**src/rtl/mcfir_pkg.sv**
```systemverilog
// Shared constants and types for the multichannel FIR filter.
package mcfir_pkg;

   localparam int TAPS_DEF     = 8;
   localparam int CHANNELS_DEF = 2;
   localparam int NUM_COEF     = 8;
   localparam int COEF_IDX_W   = 3;
   localparam int SAMPLE_W     = 16;
   localparam int PROD_W       = 2 * SAMPLE_W;
   localparam int PAIR_W       = PROD_W + 1;
   localparam int ACC_W        = 36;
   localparam int CH_IDX_W     = 3;
   localparam int FRAC_SHIFT   = 14;
   localparam int ROUND_BIAS   = 8192;
   localparam int OUT_MAX      = 32767;
   localparam int OUT_MIN      = -32768;
   localparam logic signed [SAMPLE_W-1:0] COEF_ONE = 16'sd16384;

   // Per-cycle control seen by every tap cell.
   typedef struct packed {
      logic                shift;
      logic [CH_IDX_W-1:0] chan;
   } cell_ctrl_type;

   // Tag that travels with a request down the summing pipeline.
   typedef struct packed {
      logic valid;
      logic chan;
   } stage_tag_type;

endpackage

```
**src/rtl/mcfir_tap_cell.sv**
```systemverilog
// One tap cell: per-channel delay entry when STORE is set, coefficient multiply, handoff to neighbor.
module mcfir_tap_cell #(
   parameter int CHANNELS = mcfir_pkg::CHANNELS_DEF,
   parameter bit STORE    = 1'b1
) (
   input  logic                                   clock,
   input  logic                                   reset,
   input  mcfir_pkg::cell_ctrl_type               ctrl,
   input  logic signed [mcfir_pkg::SAMPLE_W-1:0]  coef,
   input  logic signed [mcfir_pkg::SAMPLE_W-1:0]  data_in,
   output logic signed [mcfir_pkg::SAMPLE_W-1:0]  data_out,
   output logic signed [mcfir_pkg::PROD_W-1:0]    prod_ff
);
   import mcfir_pkg::*;

   localparam int CH_W = (CHANNELS > 1) ? $clog2(CHANNELS) : 1;

   logic signed [SAMPLE_W-1:0] entry;
   logic signed [PROD_W-1:0]   prod_in;

   if (STORE) begin : g_store
      logic signed [SAMPLE_W-1:0] entry_ff [CHANNELS];

      assign entry = entry_ff[ctrl.chan[CH_W-1:0]];

      // shift: take the neighbor's entry for this channel
      always_ff @(posedge clock) begin
         if (reset) begin
            for (int c = 0; c < CHANNELS; c++) begin
               entry_ff[c] <= '0;
            end
         end else if (ctrl.shift) begin
            entry_ff[ctrl.chan[CH_W-1:0]] <= data_in;
         end
      end
   end else begin : g_newest
      assign entry = data_in;
   end

   assign data_out = entry;
   assign prod_in  = coef * entry;

   always_ff @(posedge clock) begin
      if (ctrl.shift) begin
         prod_ff <= prod_in;
      end
   end

endmodule

```
**config.mk**
```make
export PLATFORM = sky130hd
export DESIGN_NAME = mcfir_tap_cell
export DESIGN_NICKNAME = d
export VERILOG_FILES = /design/src/rtl/mcfir_pkg.sv /design/src/rtl/mcfir_tap_cell.sv
export SDC_FILE = /design/constraint.sdc
export NUM_CORES = 1
export LEC_CHECK = 0
export ABC_AREA = 1
export BUFFER_PORTS_ARGS = -buffer_cell sky130_fd_sc_hd__buf_2
export CORE_MARGIN = 2
export CORE_UTILIZATION = 25
export DETAILED_ROUTE_END_ITERATION = 8
export MAX_ROUTING_LAYER = met4
export PLACE_DENSITY = 0.48
export SLEW_MARGIN = 20
export SYNTH_ARGS = -nofsm -noshare
export SYNTH_HDL_FRONTEND = slang
export SYNTH_SLANG_ARGS = --single-unit
export TNS_END_PERCENT = 20
```
**constraint.sdc**
```tcl
create_clock -name clock -period 6.55 [get_ports clock]
set_clock_uncertainty 0.2 [all_clocks]
set_input_delay 0.9825 -clock clock [delete_from_list [all_inputs] [get_ports clock]]
set_output_delay 0.9825 -clock clock [all_outputs]
set_load 0.01 [all_outputs]
```
==> impl_metrics.ini, run 1 <==
[clock_tree]
numCtsBuffers = 9
holdBufCountCts = 0
htree_levels = 3
clkTransAtPathRegs_ps = 70
clk_latency_ps = 340
cts_sinks = 64
clockBufferDepth = 2
cts_root_buf = clkbuf_16
cts_tree = yes

[setup_path]
path_class = in2reg
crit_path_max_incr_delay_ps = 610
worstPathArrival_ps = 6420
crit_slowest_cell = fa_1
worstPathRequired_ps = 6450
cp_max_fo = 9
end_kind = register
cp_common_cell = fa_1
worstSetupStartpointType = primary input

[synthesis]
netlist_area_um2 = 12800
synth.net_count = 1890
synthSimpleGateAreaFrac = 0.192
syn_inst = 1508
avgSynthCellArea_um2 = 8.50
yosys.area_share.xor_xnor = 0.0137
synth-compound-area-share = 0.0204
synthAdderAreaFrac = 0.489
yosys_warnings = 0
synth_top_family_by_area = adder cells
synth-seq-cells = 64
yosysSeqAreaShare = 0.150
synthMuxAreaShare = 0
synth_cell_types = 32

[die]
io-pin-count = 86
core_area_um2 = 50400
die_x_um = 230
die_h_um = 230
initial_core_util = 0.254
fp-row-count = 82
dieArea_um2 = 53100

[placed_design]
dp.cells = 2420
hpwl_um = 33300
portBuffers = 83
gp_congestion = 0.891

[global_route]
overflow = 0
grt_start_max_net_pins = 35
grt_antenna_before_repair = 0
grtUsageTotal = 0.155
grt_pass1_wl_um = 61900
first_global_vias = 11073

[timing]
layout_min_cycle_time_ps = 6520
final_max_slew_viol_count = 0
timing.fmax_ghz = 0.153
finalHoldViolations = 0
worst_hold_slack_ps = 677
rsz0062_at_grt = yes
final-setup-viol-count = 0
slew_headroom = 0.478
post-route-period-util = 0.995
tightest_slew_ps = 781

[flow_run]
maxCapViolCount = 0

[route]
vias = 10202
drcViolationCount = 0
drt-pass1-iter-count = 5
ant_nets = 0
totalWireLength_um = 38200
drt-initial-drc-count = 562
avgRoutedWirePerCell_um = 15.5
viasPerCell = 4.15

[cells_and_area]
layout_commonest_cell = inv_1
layout.cells.most_common_list = inv_1, nand2_1, fa_1, buf_4, nor2_1
antenna_cells = 0
fin_nets = 2165
final_layout_size_suffix_gt1_frac = 0.260
syn_to_final_growth_pct = 29.5
finalNonFillerCells = 2460

[outcome]
status = completed

[min_path]
hold_class = reg2reg
[metrics by stage]
step / worst slack, ps / area, µm² / TNS [ps] / util
after floorplan: 50.1 / 12800 / 0 / -
after global placement: -561 / 15400 / -9860 / 0.305
after detailed placement: -584 / 15400 / -9680 / 0.305
after CTS: -44.9 / 16000 / -86.6 / 0.319
after global routing: -96.5 / 16600 / -549 / 0.330
final: 32.2 / 16600 / 0 / 0.330
[final cells by class]
class / instances / area (µm²)
inverter: 405 / 1560
tap: 672 / 841
clock inverter: 7 / 93.8
timing repair buffer: 295 / 2170
multi-input combinational: 1008 / 9790
clock buffer: 9 / 225
sequential: 64 / 1920
fill: 5224 / 33800
[state kept, by name (all words and copies together) (netlist names)]
signal,flops
prod_ff,32
g_store.entry_ff,32
[worst max-delay path, delay by kind of cell]
family	cells	cell delay [ps]
buffers and inverters	8	720
adders and majority gates	7	3400
and+or+nand+nor	11	1310
[worst paths after layout]
kind	depth (start not counted)	start	slack [ps]	to
worst max-delay path	26	ctrl[0]	30	prod_ff[31]
worst max register to register	24	g_store.entry_ff[1][10]	530	prod_ff[31]
worst min register to register	3	g_store.entry_ff[0][0]	680	prod_ff[0]
worst min-delay path	3	g_store.entry_ff[0][0]	680	prod_ff[0]
[cells in the mapped netlist]
cell type  count  area (µm²)
a21oi_1       22         110
o21a_1         1        7.51
or2_1          9        56.3
nor2_1       215         807
nand2_1      290        1090
xor2_1        17         149
clkbuf_1      12        45.0
fa_1         262        5250
or2_2         16         100
and2_1         2        12.5
clkinv_1       3        11.3
nor2_2         2        12.5
buf_4          3        22.5
o21bai_1       5        37.5
nor3_1         7        35.0
a21o_1         1        7.51
nand3_2        2        20.0
inv_1        394        1480
nand2_2        9        56.3
o21ai_4        1        16.3
inv_2          8        30.0
buf_2          4        20.0
o21ai_2        6        52.6
nand3b_1       3        22.5
nand3_1       35         175
edfxtp_1      64        1920
buf_1          2        7.51
buf_6         10         113
ha_1          82        1030
o21ai_0        6        30.0
nand4_1       12        75.1
xnor2_1        3        26.3
[cells by family after synthesis]
| group | count (synthesis) |
|---|---|
| compound gates | 42 |
| fa+ha+maj | 344 |
| simple gates | 602 |
| flops | 64 |
| buf+inv | 436 |
| xor+xnor | 20 |
[layer usage]
layer	global-route usage	up-vias	share of wire
met3	0.0195	49	0.037
met2	0.245	202	0.46
met1	0.212	5034	0.47
met4	0.0403	0	0.027
li1	-	4917	-
met5	-	-	0
[timing repair]
action	4_1_cts	5_1_grt
setup endpoints to repair	18	20
pin swaps	11	37
resized for setup	46	116
setup buffers	10	14
Power of run 1 is left out: the tool's default activity adds up to more than one toggle a clock period on the data nets, which glitch-free logic cannot reach.
==> inputs of run 2 (changes only) <==
--- a/config.mk
+++ b/config.mk
@@ -8,10 +8,9 @@
 export ABC_AREA = 1
 export BUFFER_PORTS_ARGS = -buffer_cell sky130_fd_sc_hd__buf_2
 export CORE_MARGIN = 2
-export CORE_UTILIZATION = 25
+export CORE_UTILIZATION = 40
 export DETAILED_ROUTE_END_ITERATION = 8
 export MAX_ROUTING_LAYER = met4
-export PLACE_DENSITY = 0.48
 export SLEW_MARGIN = 20
 export SYNTH_ARGS = -nofsm -noshare
 export SYNTH_HDL_FRONTEND = slang
==> run 2 against run 1 <==
Critical path depth down 4. Highest routed layer unchanged. Utilization up 19 points. Die area down 37%. Sequential share of layout area up 0.21 points. Critical path type unchanged. Worst setup slack better by 96 ps. Maximum frequency up 1.5%. Final cell count down 11%. Global-route usage up 6.9 points. Clock-buffer cell count unchanged. Register-to-register slack better by 70 ps.
==> impl_metrics.ini, run 2 (synthesis results as in run 1) <==
[route]
drt-pass1-iter-count = 5
avgRoutedWirePerCell_um = 15.9
totalWireLength_um = 34600
viasPerCell = 4.74
drcViolationCount = 0
drt-initial-drc-count = 738
ant_nets = 0
vias = 10334

[cells_and_area]
final_layout_size_suffix_gt1_frac = 0.272
fin_nets = 2153
layout.cells.most_common_list = inv_1, nand2_1, fa_1, nor2_1, buf_4
layout_commonest_cell = inv_1
n_fill_cell = 2875
reg.largest.list = g_store.entry_ff (32), prod_ff (32)
syn_to_final_growth_pct = 27.2
antenna_cells = 0

[timing]
rsz0062_at_grt = yes
final_max_slew_viol_count = 0
post-route-period-util = 0.980
final-setup-viol-count = 0
finalHoldViolations = 0
layout_min_cycle_time_ps = 6420
tightest_slew_ps = 758
timing.fmax_ghz = 0.156
slew_headroom = 0.494
worst_hold_slack_ps = 685

[clock_tree]
cts_sinks = 64
clockBufferDepth = 2
clk_latency_ps = 350
numCtsBuffers = 9
htree_levels = 3
cts_tree = yes
clkTransAtPathRegs_ps = 60
cts_root_buf = clkbuf_16

[die]
initial_core_util = 0.406
io-pin-count = 86
dieArea_um2 = 33500
core_area_um2 = 31600
die_x_um = 183
die_h_um = 183
fp-row-count = 65

[setup_path]
r2r_end = prod_ff[24]
end_kind = register
cp_top_family = adder cells
timing.critical_path.buf_inv = 6
cp_max_fo = 9
worstPathArrival_ps = 6320
r2r_cells = 22
path_class = in2reg
worstPathCellList = buf_6 > buf_8 > or2_2 > nand2_4 > nor2_1 > fa_2 > buf_6 > fa_1 > fa_2 > fa_2 > fa_1 > inv_1 > fa_1 > inv_1 > ha_4 > nand2_2 > nor2_4 > inv_2 > nor3_2 > nand3_1 > nand4_1 > nand2_1
crit_slowest_cell = fa_2
crit_path_max_incr_delay_ps = 690
r2r_slack_ps = 600
rr_startpoint = g_store.entry_ff[1][10]
worstSetupStartpointType = primary input
worstPathRequired_ps = 6440

[global_route]
grt_start_max_net_pins = 22
grt_pass1_wl_um = 56100
grtUsageTotal = 0.224
first_global_vias = 10799
grt_antenna_before_repair = 0
overflow = 0

[placed_design]
hpwl_um = 29300
gp_congestion = 0.953
portBuffers = 83

[min_path]
hold_end = prod_ff[0]
hold_start = g_store.entry_ff[0][0]
hold_path_depth = 3
hold_class = reg2reg

[outcome]
status = completed

[flow_run]
maxCapViolCount = 0
## run 2: worst min-delay path: stages, from the launching register on
cell and delay (ps):
edfxtp_1 380, o21ai_4 80, buf_4 200, nor2_1 110
## run 2: worst max path at each step
| stage | from | to | slack [ps] | depth (start not counted) |
|---|---|---|---|---|
| 5_1_grt | ctrl[0] | prod_ff[24] | -80 | 24 |
| 3_3_place_gp | ctrl[0] | prod_ff[31] | -540 | 24 |
| 4_1_cts | ctrl[0] | prod_ff[31] | -40 | 26 |
| 6_report | ctrl[0] | prod_ff[25] | 130 | 22 |
| 3_5_place_dp | ctrl[0] | prod_ff[31] | -580 | 24 |
| 2_1_floorplan | ctrl[0] | prod_ff[31] | 50 | 22 |
## run 2: cell type report
class                   instances  area, µm²  share of cell area
multi-input cells            1008       9900               0.607
repair buffers                282       2120               0.130
repair inverters                1       6.26            0.000384
clock inverters                 7       72.6             0.00445
well taps                     402        503              0.0308
clock buffers                   9        225              0.0138
inverters                     405       1560              0.0957
flip-flops and latches         64       1920               0.118
## run 2: per-stage QoR
step	utilization	setup WS [ps]	instances	cell area, µm²	setup TNS [ps]
global route	0.517	-84.9	2178	16300	-348
global placement	0.472	-542	2129	14900	-8530
CTS	0.487	-43.0	2147	15400	-121
finish	0.517	128	2178	16300	0
floorplan	-	50.1	1508	12800	0
detailed placement	0.472	-576	2129	14900	-8180
## run 2: per-layer routing
metal	vias up	track usage	wire (µm)
li1	4899	-	-
met5	-	-	0
met3	50	0.0473	2520
met2	343	0.346	16200
met4	0	0.0656	1060
met1	5042	0.299	14900
## run 2: repair_timing
action | 4_1_cts | 5_1_grt
hold buffers | 0 | 0
gates resized for setup | 27 | 188
setup endpoints to repair | 18 | 20
setup buffers | 2 | 31
gates cloned | 0 | 1
pin swaps | 3 | 74
Power of run 2 is left out for the same reason.
