## config.mk

```make
export PLATFORM = sky130hd
export DESIGN_NAME = mcfir_acc
export DESIGN_NICKNAME = d
export VERILOG_FILES = /design/src/rtl/mcfir_pkg.sv /design/src/rtl/mcfir_acc.sv
export SDC_FILE = /design/constraint.sdc
export NUM_CORES = 1
export LEC_CHECK = 0
export ABC_CLOCK_PERIOD_IN_PS = 12400
export BUFFER_PORTS_ARGS = -buffer_cell sky130_fd_sc_hd__buf_2
export CORE_ASPECT_RATIO = 0.9
export CORE_MARGIN = 1
export CORE_UTILIZATION = 55
export DETAILED_ROUTE_END_ITERATION = 7
export PLACE_DENSITY = 0.86
export RECOVER_POWER = 100
export SLEW_MARGIN = 30
export SYNTH_ARGS = -nofsm -noshare
export SYNTH_HDL_FRONTEND = slang
export SYNTH_SLANG_ARGS = --single-unit
```

## constraint.sdc

```tcl
create_clock -name clock -period 12.4 [get_ports clock]
set_input_delay 1.86 -clock clock [delete_from_list [all_inputs] [get_ports clock]]
set_output_delay 1.86 -clock clock [all_outputs]
set_load 0.01 [all_outputs]
```

## src/rtl/mcfir_pkg.sv

```systemverilog
// Shared constants and types for the multichannel FIR filter.
package mcfir_pkg;

   localparam int TAPS_DEF     = 8;
   localparam int CHANNELS_DEF = 2;
   localparam int NUM_COEF     = 8;
   localparam int COEF_IDX_W   = 3;
   localparam int SAMPLE_W     = 16;
   localparam int PROD_W       = 2 * SAMPLE_W;
   localparam int PAIR_W       = PROD_W + 1;
   localparam int ACC_W        = 36;
   localparam int CH_IDX_W     = 3;
   localparam int FRAC_SHIFT   = 14;
   localparam int ROUND_BIAS   = 8192;
   localparam int OUT_MAX      = 32767;
   localparam int OUT_MIN      = -32768;
   localparam logic signed [SAMPLE_W-1:0] COEF_ONE = 16'sd16384;

   // Per-cycle control seen by every tap cell.
   typedef struct packed {
      logic                shift;
      logic [CH_IDX_W-1:0] chan;
   } cell_ctrl_type;

   // Tag that travels with a request down the summing pipeline.
   typedef struct packed {
      logic valid;
      logic chan;
   } stage_tag_type;

endpackage

```

## src/rtl/mcfir_acc.sv

```systemverilog
// Summing pipeline: pair adds, final add, round and saturate into the output register.
module mcfir_acc #(
   parameter int TAPS = mcfir_pkg::TAPS_DEF
) (
   input  logic                                  clock,
   input  logic                                  reset,
   input  mcfir_pkg::stage_tag_type              tag,
   input  logic signed [mcfir_pkg::PROD_W-1:0]   prod [TAPS],
   output logic                                  take,
   output logic                                  rsp_valid,
   input  logic                                  rsp_stall,
   output logic signed [mcfir_pkg::SAMPLE_W-1:0] rsp_sample_out,
   output logic                                  rsp_channel_out,
   output logic                                  rsp_saturated
);
   import mcfir_pkg::*;

   localparam int NPAIR = (TAPS + 1) / 2;
   localparam logic signed [ACC_W-1:0] MAX_V = ACC_W'(OUT_MAX);
   localparam logic signed [ACC_W-1:0] MIN_V = ACC_W'(OUT_MIN);
   localparam logic signed [ACC_W-1:0] BIAS  = ACC_W'(ROUND_BIAS);

   stage_tag_type             tag2_ff, tag3_ff;
   logic signed [PAIR_W-1:0]  pair_in [NPAIR];
   logic signed [PAIR_W-1:0]  pair_ff [NPAIR];
   logic signed [ACC_W-1:0]   acc_in, acc_ff;
   logic signed [ACC_W-1:0]   rounded, scaled;
   logic                      en2, en3, en_out;
   logic                      rsp_valid_ff;
   logic signed [SAMPLE_W-1:0] sample_in;
   logic                      sat_in;

   // advance a stage when it is empty or the next one advances
   assign en_out = !rsp_valid_ff || !rsp_stall;
   assign en3    = !tag3_ff.valid || en_out;
   assign en2    = !tag2_ff.valid || en3;
   assign take   = en2;

   for (genvar j = 0; j < NPAIR; j++) begin : g_pair
      if (2 * j + 1 < TAPS) begin : g_two
         assign pair_in[j] = PAIR_W'(prod[2*j]) + PAIR_W'(prod[2*j+1]);
      end else begin : g_one
         assign pair_in[j] = PAIR_W'(prod[2*j]);
      end
   end

   always_comb begin
      acc_in = '0;
      for (int j = 0; j < NPAIR; j++) begin
         acc_in = acc_in + ACC_W'(pair_ff[j]);
      end
   end

   // round half up, drop the fraction, clamp to 16 bits
   assign rounded = acc_ff + BIAS;
   assign scaled  = rounded >>> FRAC_SHIFT;

   always_comb begin
      sat_in = 1'b0;
      sample_in = scaled[SAMPLE_W-1:0];
      if (scaled > MAX_V) begin
         sat_in    = 1'b1;
         sample_in = MAX_V[SAMPLE_W-1:0];
      end else if (scaled < MIN_V) begin
         sat_in    = 1'b1;
         sample_in = MIN_V[SAMPLE_W-1:0];
      end
   end

   always_ff @(posedge clock) begin
      if (reset) begin
         tag2_ff      <= '0;
         tag3_ff      <= '0;
         rsp_valid_ff <= 1'b0;
      end else begin
         if (en2) begin
            tag2_ff <= tag;
         end
         if (en3) begin
            tag3_ff <= tag2_ff;
         end
         if (en_out) begin
            rsp_valid_ff <= tag3_ff.valid;
         end
      end
   end

   always_ff @(posedge clock) begin
      if (en2 && tag.valid) begin
         pair_ff <= pair_in;
      end
      if (en3 && tag2_ff.valid) begin
         acc_ff <= acc_in;
      end
      if (en_out && tag3_ff.valid) begin
         rsp_sample_out  <= sample_in;
         rsp_channel_out <= tag3_ff.chan;
         rsp_saturated   <= sat_in;
      end
   end

   assign rsp_valid = rsp_valid_ff;

endmodule

```

==> results of run 1 <==
[kinds of logic after synthesis]
| group | Yosys count | synth area share |
|---|---|---|
| muxes | 4 | 0.00262 |
| DFF | 178 | 0.337 |
| AOI/OAI and AO/OA | 445 | 0.187 |
| adders and majority gates | 232 | 0.218 |
| xor gates and xnor gates | 136 | 0.0757 |
| buffers and inverters | 246 | 0.0592 |
| and+or+nand+nor | 384 | 0.121 |
[where the power goes]
| group | switching, mW | internal (mW) |
|---|---|---|
| Clock | 0.245 | 0.279 |
| Sequential | 0.0691 | 0.860 |
| Combinational | 0.827 | 0.641 |
| Total | 1.14 | 1.78 |
[layout make-up]
type | instances | area (um^2) | area share
Multi-Input combinational cell | 1201 | 9470 | 0.525
Sequential cell | 178 | 5300 | 0.293
Timing Repair Buffer | 282 | 1380 | 0.0765
Inverter | 235 | 882 | 0.0489
Tap cell | 360 | 450 | 0.0250
Clock buffer | 18 | 429 | 0.0238
Clock inverter | 13 | 126 | 0.00700
Antenna cell | 3 | 7.51 | 0.000416
[stage by stage]
stage | cell area [um^2] | setup WS, ns
floorplan | 15700 | 6.76
global placement | 17600 | 7.48
detailed placement | 17600 | 7.41
CTS | 18100 | 7.88
global route | 18000 | 3.92
finish | 18000 | 4.46
[cells in the final DEF, fill, tap and decap left out, types with 11 or more instances in the layout]
cell	instances
buf_2	257
inv_1	235
edfxtp_1	173
ha_1	162
a21oi_1	127
nor2_1	118
xnor2_1	93
nand2_1	85
o21ai_0	78
fa_1	70
a21o_1	56
xor2_1	43
nand3_1	40
clkbuf_1	26
nor3_1	25
a211oi_1	24
o21a_1	24
and3_1	19
nor2b_1	19
o211ai_1	18
clkbuf_16	17
nand2b_1	16
nand4_1	15
o21bai_1	14
a31oi_1	12
a21boi_0	11
[flip-flops by register name, summed over array words and instances (netlist names)]
name	cells
tag3_ff	2
rsp_saturated	1
acc_ff	23
rsp_sample_out	16
rsp_valid	1
tag2_ff	2
pair_ff	132
rsp_channel_out	1
[worst paths after layout]
check | slack (ns) | depth (start not counted) | to
max | 4.46 | 4 | pair_ff[128]$_DFFE_PP_
min | 0.46 | 0 | rsp_channel_out$_DFFE_PP_
max reg2reg | 5.64 | 3 | pair_ff[128]$_DFFE_PP_
min reg2reg | 0.46 | 0 | rsp_channel_out$_DFFE_PP_
[per-layer routing]
| metal | vias to the layer above | wire length [um] | GRT usage |
|---|---|---|---|
| met5 | - | 0 | 0 |
| met4 | 0 | 1100 | 0.0983 |
| met3 | 82 | 2680 | 0.0333 |
| met2 | 597 | 17900 | 0.446 |
| met1 | 6074 | 17200 | 0.359 |
| li1 | 6395 | - | - |
==> results by group, run 1 <==
Placement
  • Hpwl dp: 31600 um
  • DP Cell Count: 2256
  • Port Buffers: 280
  • Gpl congestion: 0.983

Pwr
  • Power per cell area: 162 nW/um^2
  • Maximum VDD drop: 0.120 mV
  • Leakage power: 8.30 nW
  • Power Total: 2.92 mW

Route
  • Final WL: 38900 um
  • Wirelength per Cell: 17.0 um
  • Initial DRC count: 1064
  • Residual DRC: 0
  • Routed vias: 13100
  • Vias per cell: 5.74
  • Drt pass-1 iters: 6
  • Antenna Nets Post-Route: 0

Worst setup path
  • CP Capture Type: flop
  • Critical path peak fanout: 74
  • CP Data Required Time: 12.35 ns
  • CP Launch Point: rsp_stall
  • Crit-path cells: clkbuf_1, nand4_1, and2_0, clkbuf_1
  • Worst setup SP type: input port
  • CP top delay family: buffers and inverters
  • Critical Path AT: 7.89 ns
  • Worst stage delay on the critical path: 3.01 ns
  • Critical path class: in -> reg
  • Cell mode on critical path: clkbuf_1
  • Buf/Inv on CP: 2
  • Crit-path slowest cell: clkbuf_1
  • Worst r2r src: rsp_valid$_SDFFE_PP0P_

Global routing
  • Vias in the first global route: 12900
  • Gr usage total: 0.267
  • First-pass GRT wire length: 62200 um
  • Initial antenna violation count: 3
  • Grt total ovfl: 0
  • Largest net degree at the start of global routing: 75

Timing
  • TNS Setup: 0 ns
  • RSZ-0062 raised after global routing: no
  • Minimum clock period: 7.94 ns
  • WHS: 0.457 ns
  • Final period util: 0.640
  • Final Max Tran Viols: 159
  • Setup violations, final: 0
  • Clock skew: 0.0180 ns
  • Slew HR: -1.68
  • Slew @ Worst Pin: 4.03 ns
  • Peak Freq: 126 MHz
  • Final hold vios: 0

Synthesis
  • Distinct cells, synth: 80
  • #FFs+latches synth: 178
  • Count leader, synth: inv_1
  • Dominant cells by area after synthesis: edfxtp_1 (33%), ha_1 (13%), fa_1 (8.9%)
  • FFs w/ async S/R, synth: 0
  • Syn. warnings: 0
  • Mean Syn Cell Area: 9.68 um^2
  • Yosys top cell area share: 0.330
  • Sequential-to-total area share from yosys stat: 0.337
  • Synth Instances: 1625
  • Syn_nets: 2118
  • Top FF cell, synth: edfxtp_1
  • Post-synth top cells: inv_1 (235), edfxtp_1 (173), ha_1 (162), a21oi_1 (126), nor2_1 (118)
  • Post-synth EDFFs: 173
  • Area leader, netlist: edfxtp_1
  • Syn Std Cell Area: 15700 um^2

Cells and area
  • Area grow syn2layout: 14.7%
  • Final core utilization: 0.644
  • Layout cells sized above 1: 0.159
  • Fillers: 2180
  • Post-Layout Cell Count: 2290
  • Layout Nets: 2408

CTS
  • Post-CTS setup repair buffer count: 0
  • Total CTS buffers: 17
  • Clk_lat worst skew: 0.44 ns
  • Root buf cell: clkbuf_16
  • Hold Buf Count CTS: 0
  • CTS Buffer Depth: 2
  • Clk slew on worst S/H paths: 0.07 ns
  • Post_cts resized: 0
  • CTS Sinks: 178
  • H-tree depth: 4
  • CTS tree: yes

Floorplanning
  • Die Y: 162 um
  • Ports: 281
  • Initial core utilization: 0.562
  • Die width: 180 um
  • Full die area: 29300 um^2
  • Core Area: 28000 um^2
  • # rows: 58

Worst hold path
  • Worst Min Path Start: tag3_ff[0]$_SDFFE_PP0P_
  • Class of the worst hold path: reg -> reg

Status
  • Failing checks: max-capacitance violations, max-slew violations
  • Status: finished with violations

Job
  • MaxCap Viol Count: 3
No activity file was read; power rests on OpenSTA's default activity.
==> run 2: changes to the inputs <==
--- a/config.mk
+++ b/config.mk
@@ -5,13 +5,13 @@
 export SDC_FILE = /design/constraint.sdc
 export NUM_CORES = 1
 export LEC_CHECK = 0
-export ABC_CLOCK_PERIOD_IN_PS = 12400
+export ABC_CLOCK_PERIOD_IN_PS = 6850
 export BUFFER_PORTS_ARGS = -buffer_cell sky130_fd_sc_hd__buf_2
 export CORE_ASPECT_RATIO = 0.9
 export CORE_MARGIN = 1
-export CORE_UTILIZATION = 55
+export CORE_UTILIZATION = 52
 export DETAILED_ROUTE_END_ITERATION = 7
-export PLACE_DENSITY = 0.86
+export PLACE_DENSITY = 0.85
 export RECOVER_POWER = 100
 export SLEW_MARGIN = 30
 export SYNTH_ARGS = -nofsm -noshare
==> constraint.sdc (replaced) <==
create_clock -name clock -period 6.85 [get_ports clock]
set_input_delay 1.0275 -clock clock [delete_from_list [all_inputs] [get_ports clock]]
set_output_delay 1.0275 -clock clock [all_outputs]
set_load 0.01 [all_outputs]
==> results by group, run 2 (same netlist as run 1, synthesis figures left out) <==
Status
  • Status: finished with violations
  • Failing checks: max-capacitance violations, max-slew violations

Timing
  • Peak Freq: 191 MHz
  • Minimum clock period: 5.23 ns
  • Slew @ Worst Pin: 3.25 ns (-0.778 ns)
  • Final hold vios: 0 (unchanged)
  • RSZ-0062 raised after global routing: no
  • Final period util: 0.763
  • Final Max Tran Viols: 64 (-60%)
  • WHS: 0.440 ns (-0.0164 ns)
  • TNS Setup: 0 ns (unchanged)
  • Slew HR: -1.17 (+0.518)
  • Clock skew: 0.0142 ns (-0.00379 ns)
  • Setup violations, final: 0 (unchanged)

Route
  • Wirelength per Cell: 16.8 um (-1.4%)
  • Routed vias: 13100 (-0.0076%)
  • Antenna Nets Post-Route: 0 (unchanged)
  • Drt pass-1 iters: 5 (-1)
  • Vias per cell: 5.63 (-1.9%)
  • Residual DRC: 0 (unchanged)
  • Final WL: 39100 um (+0.54%)
  • Initial DRC count: 997 (-6.3%)

Placement
  • Gpl congestion: 0.972 (-1.1%)
  • Hpwl dp: 31800 um (+0.69%)
  • Port Buffers: 280 (unchanged)
  • DP Cell Count: 2299 (+1.9%)

Pwr
  • Maximum VDD drop: 0.187 mV (+56%)
  • Leakage power: 8.33 nW (+0.36%)
  • Power per cell area: 295 nW/um^2 (+82%)

Worst hold path
  • Worst Min Path Start: tag3_ff[0]$_SDFFE_PP0P_
  • Hold Path Cell Cnt: 0 (unchanged)
  • Worst hold endpoint: rsp_channel_out$_DFFE_PP_
  • Class of the worst hold path: reg -> reg

Global routing
  • First-pass GRT wire length: 61500 um (-1.1%)
  • Initial antenna violation count: 2 (-1)
  • Vias in the first global route: 12500 (-3.6%)
  • Gr usage total: 0.253 (-0.0137)
  • Largest net degree at the start of global routing: 71 (-5.3%)
  • Grt total ovfl: 0 (unchanged)

Worst setup path
  • CP Capture Type: flop
  • Crit-path slowest cell: clkbuf_1
  • Critical Path AT: 5.20 ns (-2.69 ns)
  • Buf/Inv on CP: 3 (+1)
  • Worst setup SP type: input port
  • Critical path class: in -> reg
  • Worst R2R End: pair_ff[116]$_DFFE_PP_
  • Crit-path cells: clkbuf_1, nand4_1, and2_0, buf_16, clkbuf_1
  • Cell mode on critical path: clkbuf_1
  • Critical path peak fanout: 63 (-15%)
  • CP top delay family: buffers and inverters
  • R2R cell count: 4 (+1)
  • Worst r2r src: tag3_ff[1]$_SDFFE_PP0P_
  • Worst stage delay on the critical path: 2.33 ns (-0.68 ns)
  • CP Data Required Time: 6.83 ns (-5.52 ns)
  • Reg2reg setup slack: 1.98 ns (-3.66 ns)

CTS
  • CTS Sinks: 178 (unchanged)
  • CTS Buffer Depth: 2 (unchanged)
  • Clk_lat worst skew: 0.44 ns (about the same)
  • Total CTS buffers: 17 (unchanged)
  • Clk slew on worst S/H paths: 0.08 ns (about the same)
  • H-tree depth: 4 (unchanged)
  • CTS tree: yes
  • Hold Buf Count CTS: 0 (unchanged)
  • Root buf cell: clkbuf_16
  • Post-CTS setup repair buffer count: 0 (unchanged)
  • Post_cts resized: 0 (unchanged)

Floorplanning
  • Initial core utilization: 0.528 (-0.0338)
  • Die Y: 167 um (+2.8%)
  • # rows: 60 (+3.4%)
  • Ports: 281 (unchanged)
  • Core Area: 29800 um^2 (+6.4%)
  • Die width: 185 um (+2.8%)
  • Full die area: 31000 um^2 (+5.7%)

Cells and area
  • Post-Layout Cell Count: 2334 (+1.9%)
  • Most common cell after layout, fill and taps aside: buf_2
  • Biggest regs: pair_ff: 132 flops, acc_ff: 23 flops, rsp_sample_out: 16 flops
  • Layout Nets: 2409 (+0.042%)
  • Largest register by flop count: pair_ff
  • Area grow syn2layout: 15.4%
  • Most frequent cells in the layout: buf_2 (255), inv_1 (235), edfxtp_1 (173)
  • Max FFs per register: 132 (unchanged)
  • Layout cells sized above 1: 0.157 (-0.00172)

Job
  • MaxCap Viol Count: 2 (-1)
[run 2: changes by cell type in the layout (fill, tap and decap cells not counted), sizes merged]
| cell | previous run | this run |
|---|---|---|
| clkinvlp | 2 | 1 |
| clkinv | 5 | 6 |
| inv | 240 | 242 |
| buf | 257 | 256 |
| clkbuf | 43 | 44 |
| diode | 3 | 2 |
[run 2: final cells by class]
cell class	count	area, um^2
diodes	2	5.00
clock buffers	17	425
clock inverters	15	171
fillers	2522	11700
inverters	235	882
multi-input cells	1201	9460
flip-flops and latches	178	5300
well taps	403	504
repair buffers	283	1410
[run 2: worst reg2reg max path: stages (launching register included)]
cell,delay (ns)
dfxtp_1,0.34
nand4_1,0.17
and2_0,1.15
buf_16,0.36
clkbuf_1,2.36
[run 2: report_power, final]
group	total [mW]	switching (mW)	internal [mW]
sequential	1.68	0.121	1.55
combinational	2.69	1.52	1.17
clock	0.984	0.464	0.520
total	5.35	2.11	3.24
[run 2: how the worst max path moves through the flow]
stage / start / endpoint / depth (start not counted)
after global placement: pair_ff[6]$_DFFE_PP_ / acc_ff[34]$_DFFE_PP_ / 13
after floorplan: rsp_stall / pair_ff[0]$_DFFE_PP_ / 2
after detailed placement: pair_ff[6]$_DFFE_PP_ / acc_ff[34]$_DFFE_PP_ / 13
final: rsp_stall / pair_ff[116]$_DFFE_PP_ / 5
after CTS: pair_ff[6]$_DFFE_PP_ / acc_ff[34]$_DFFE_PP_ / 13
after global routing: rsp_stall / pair_ff[118]$_DFFE_PP_ / 5
[run 2: stage by stage]
| step | util | cell area [um^2] | power, mW | setup slack (ns) |
|---|---|---|---|---|
| finish | 0.609 | 18200 | 5.35 | 1.62 |
| CTS | 0.611 | 18200 | 5.36 | 2.68 |
| floorplan | - | 15700 | 3.69 | 2.04 |
| global placement | 0.591 | 17600 | 4.26 | 2.75 |
| detailed placement | 0.591 | 17600 | 4.36 | 2.68 |
| global route | 0.609 | 18200 | 5.72 | 1.20 |
[run 2: metal layers]
metal,GRT usage,wire (um)
met4,0.0902,1060
met5,0,0
met1,0.353,17700
met3,0.0230,2460
met2,0.410,17900
